`src/bdy_ram.sv`:
```
module bdy_ram #(
  parameter int unsigned W = 8,
  parameter int unsigned D = 256
) (
  input  logic                 clk,
  input  logic                 we,
  input  logic [$clog2(D)-1:0] waddr,
  input  logic [W-1:0]         wdata,
  input  logic [$clog2(D)-1:0] raddr,
  output logic [W-1:0]         rdata
);

  logic [W-1:0] mem [D];

  always_ff @(posedge clk) begin
    if (we) begin
      mem[waddr] <= wdata;
    end
    rdata <= mem[raddr];
  end

endmodule

```
`config.mk`:
```
export PLATFORM = sky130hd
export DESIGN_NAME = bdy_ram
export DESIGN_NICKNAME = d
export VERILOG_FILES = /design/src/bdy_ram.sv
export SDC_FILE = /design/constraint.sdc
export NUM_CORES = 2
export LEC_CHECK = 0
export CORE_MARGIN = 5
export CORE_UTILIZATION = 40
export CTS_BUF_LIST = sky130_fd_sc_hd__clkbuf_8
export DETAILED_ROUTE_END_ITERATION = 12
export DONT_BUFFER_PORTS = 1
export HOLD_SLACK_MARGIN = 0.05
export PLACE_DENSITY = 0.6
export SYNTH_ARGS = -nofsm -noshare
export SYNTH_HDL_FRONTEND = slang
export SYNTH_SLANG_ARGS = --single-unit
```
`constraint.sdc`:
```
create_clock -name clk -period 1.9 [get_ports clk]
set_input_delay 0.095 -clock clk [delete_from_list [all_inputs] [get_ports clk]]
set_output_delay 0.095 -clock clk [all_outputs]
set_load 0.005 [all_outputs]
```
After elaboration in Yosys (flattened, before gate mapping):

Memories as Yosys holds them, arrays and structs flattened. A register that Yosys moved wholly into a read port is not among the register bits.
Cells that the tools add are included.

* register bits: 0
* RAM bits: 2048
* output and inout bits: 8
* word-level logic and storage cells: 3
* memories kept: 1

* mux-type cells: 2

Memory list
* mem: words 256, width 8, read ports 1, clocked after memory_dff 1, write ports 1, line 13 `logic [W-1:0] mem [D];`

Operators with widths (number)
* $mux W1: 2

Logic depth before layout (Yosys ltp):

* depth in word-level cells: 2
* mapped depth: 11

Least setup slack after synthesis:

Ideal clock, no wire load.

* kind: input -> register
* from: in raddr[0]
* to: reg rdata[2], read port of mem
* library setup time: 0.131 ns
* data arrival time: 1.902 ns
* data required time: 1.769 ns
* setup slack: -0.133 ns
* stages: 9
* cell sequence: buf_6 > buf_12 > buf_8 > buf_2 > mux4_2 > a22oi_1 > a21oi_1 > nor4_1 > nor4_2

RTL lines
* start: declaration: line 9 `input logic [$clog2(D)-1:0] raddr,`
* end: declaration: line 10 `output logic [W-1:0] rdata`

==> metrics.yaml <==
synth_fa_ha_area_share_pct: 0
p_comb_share_pct: 4.5
final_nets: 4473
max_freq_mhz: 426
finalHoldViolCount: 1970
synth_area_mm2: 0.0796
synthSimpleGateAreaFrac_pct: 2.63
synth_seq_area_share_pct: 77.5
clkLatencyLatePin_ns: 1.04
synth_xor_xnor_area_share_pct: 0
synth.yosys.warnings: 0
drv_cap: 0
arrival_ns: 3.21
tightest_slew_ns: 1.45
setup.worst_path.class: "flop to flop"
final_util_pct: 47.1
cp_slowest_cell: "a211oi_4"
hpwl_um: 110000
place_area_mm2: 0.0858
clk_path_buf_depth: 4
power.internal_mw: 70.1
num-fill-cells: 16400
wl_per_cell_um: 28.5
drive_above_1_share_pct: 31.6
overflow: 0
p_switching_mw: 19.3
clk_pin_slew_ns: 0.06
grt.total_usage_pct: 19.2
switching_share_pct: 21.6
portBuffers: 0
synth_edf_count: 2048
synth_fp_nets: 3759
startpoint_type: "flop"
crit_buf_inv: 0
grt_max_degree: 579
setup_viol_count_final: 14
critPathCaptureType: "flop"
final_cell_mix: "2048 x edfxtp_1, 524 x buf_4, 454 x mux4_2"
fin_crit_ns: 2.35
area_growth_pct: 17.0
wl_um: 209000
place_inst: 6684
hold-worst-slack_ns: -0.777
slew_violations: 0
finalCritPeriodShare_pct: 124
place.gp.congestion: 0.786
ir_drop_uv: 706
cp_top_family: "compound AO/OA/AOI/OAI gates"
ys_ff_latch: 2056
finalInstanceArea_mm2: 0.0930
violations: "hold timing, setup timing"
dieArea_mm2: 0.208
start_util_pct: 40.3
synth_cell_types: 55
slowest_delay_ns: 0.59
drc: 0
pwr-share-seq_pct: 56.1
hold_class: "input port to flop"
num_io_pins: 34
outcome: "finished with violations"
clock_sinks: 2056
vias_per_cell: 5.60
setup_ws_ns: -0.447
rsz0062_at_grt: "true"
p_leak_nw: 30.2
avgSynthCellArea_um2: 21.3
layout_commonest_cell: "edfxtp_1"
synth-main-ff-cell: "edfxtp_1"
cts_buffers: 345
crit_chain: "mux4_2 -> a22o_1 -> a221oi_2 -> o221ai_2 -> a211oi_4 -> nor4_4"
fp.dieW_um: 456
die_height_um: 456
slew_headroom_pct: 3.58
synth_compound_area_share_pct: 3.42
core_area_mm2: 0.198
finClkSkew_ns: 0.0898
antenna_found_initial: 10
drt_iter0_drc: 4179
rows: 163
vias: 41000
clkPwrFrac_pct: 39.5
grt_pass1_wl_um: 294000
p_per_area_mw_per_mm2: 961
cts_tree: "built"
cp_max_fo: 1
grt_pass1_vias: 41600
final-instance-count-excl-fill: 7335
antenna_left: 0
clock-root-buffer: "clkbuf_8"
dr.pass1.iters: 7
synthMuxAreaShare_pct: 14.6
ctsHtreeMaxLevel: 5
cp.required_ns: 2.77
syn_inst: 3733
ys_async_sr_fraction_pct: 0
synth_top_family_by_area: "multiplexers"
place_ws_ns: -1.66
-- cell type report --
class	instances	area [um^2]	area share (%)
flip-flops and latches	2056	61700	66.3
multi-input cells	1442	16800	18.1
repair buffers	600	5200	5.59
clock buffers	360	4950	5.33
well taps	2640	3300	3.55
clock inverters	227	1060	1.14
diodes	8	20.0	0.0215
inverters	2	7.51	0.00807
-- registers in the layout, indices dropped and copies added, names as in the netlist --
| register | cells |
|---|---|
| mem | 2048 |
| rdata | 8 |
-- layer usage --
layer / vias to the layer above / wire (um) / track usage, %
met5: - / 0 / 0
met4: 0 / 6360 / 5.94
met3: 403 / 15300 / 3.54
met2: 1714 / 101000 / 31.2
met1: 21800 / 85700 / 26.5
li1: 17200 / - / -
-- Yosys cell counts, types with 16 or more instances --
cell type | instances | area [um^2]
a211oi_1 | 16 | 120
buf_4 | 27 | 203
o221ai_1 | 46 | 403
o22ai_1 | 28 | 175
buf_1 | 22 | 82.6
mux2i_1 | 134 | 1340
clkbuf_1 | 111 | 417
a21oi_1 | 96 | 480
nor3_1 | 22 | 110
edfxtp_1 | 2048 | 61500
a22oi_1 | 133 | 998
nor2b_1 | 31 | 194
nor2_1 | 282 | 1060
buf_6 | 21 | 236
nor4_1 | 24 | 150
mux4_2 | 454 | 10200
nand2_1 | 33 | 124
buf_2 | 31 | 155
nand3_1 | 34 | 170
-- power groups by stage --
stage               Sequential, mW  Clock, mW  Combinational, mW
floorplan                     51.0          0               2.50
global placement              51.1          0               3.09
detailed placement            51.1          0               3.10
CTS                           50.1       36.0               3.46
global route                  50.1       38.1               4.17
finish                        50.1       35.3               4.00
-- final timing paths --
kind                              endpoint  slack [ns]         from  cells past startpoint
worst max register to register    rdata[5]       -0.45   mem[27][5]                      6
worst max-delay path              rdata[5]       -0.45   mem[27][5]                      6
worst min register to register    rdata[0]        1.13  mem[107][0]                      7
worst min-delay path            mem[71][4]       -0.78     wdata[4]                      0
-- metrics by stage --
step | setup TNS, ns | power [mW]
after floorplan | -1.94 | 53.5
after global placement | -10.23 | 54.1
after detailed placement | -7.98 | 54.2
after CTS | -21.27 | 89.6
after global routing | -2.73 | 92.4
final | -2.58 | 89.4
-- kinds of logic (layout without fill, tap and decap cells) --
group,Yosys count,in the layout
multiplexers,591,591
AND/OR/NAND/NOR,466,466
buffers and inverters,235,1189
flip-flops,2056,2056
other,0,8
AO/OA/AOI/OAI,385,385
-- what timing repair did --
action,CTS,global route
endpoints found under the setup margin,8,102
pin swaps,16,9
buffers inserted,0,1
hold buffers,33,11
gates resized for setup,43,19
cloned,0,8
endpoints found under the hold margin,4104,2280
Power figures use the tool's default switching activity.
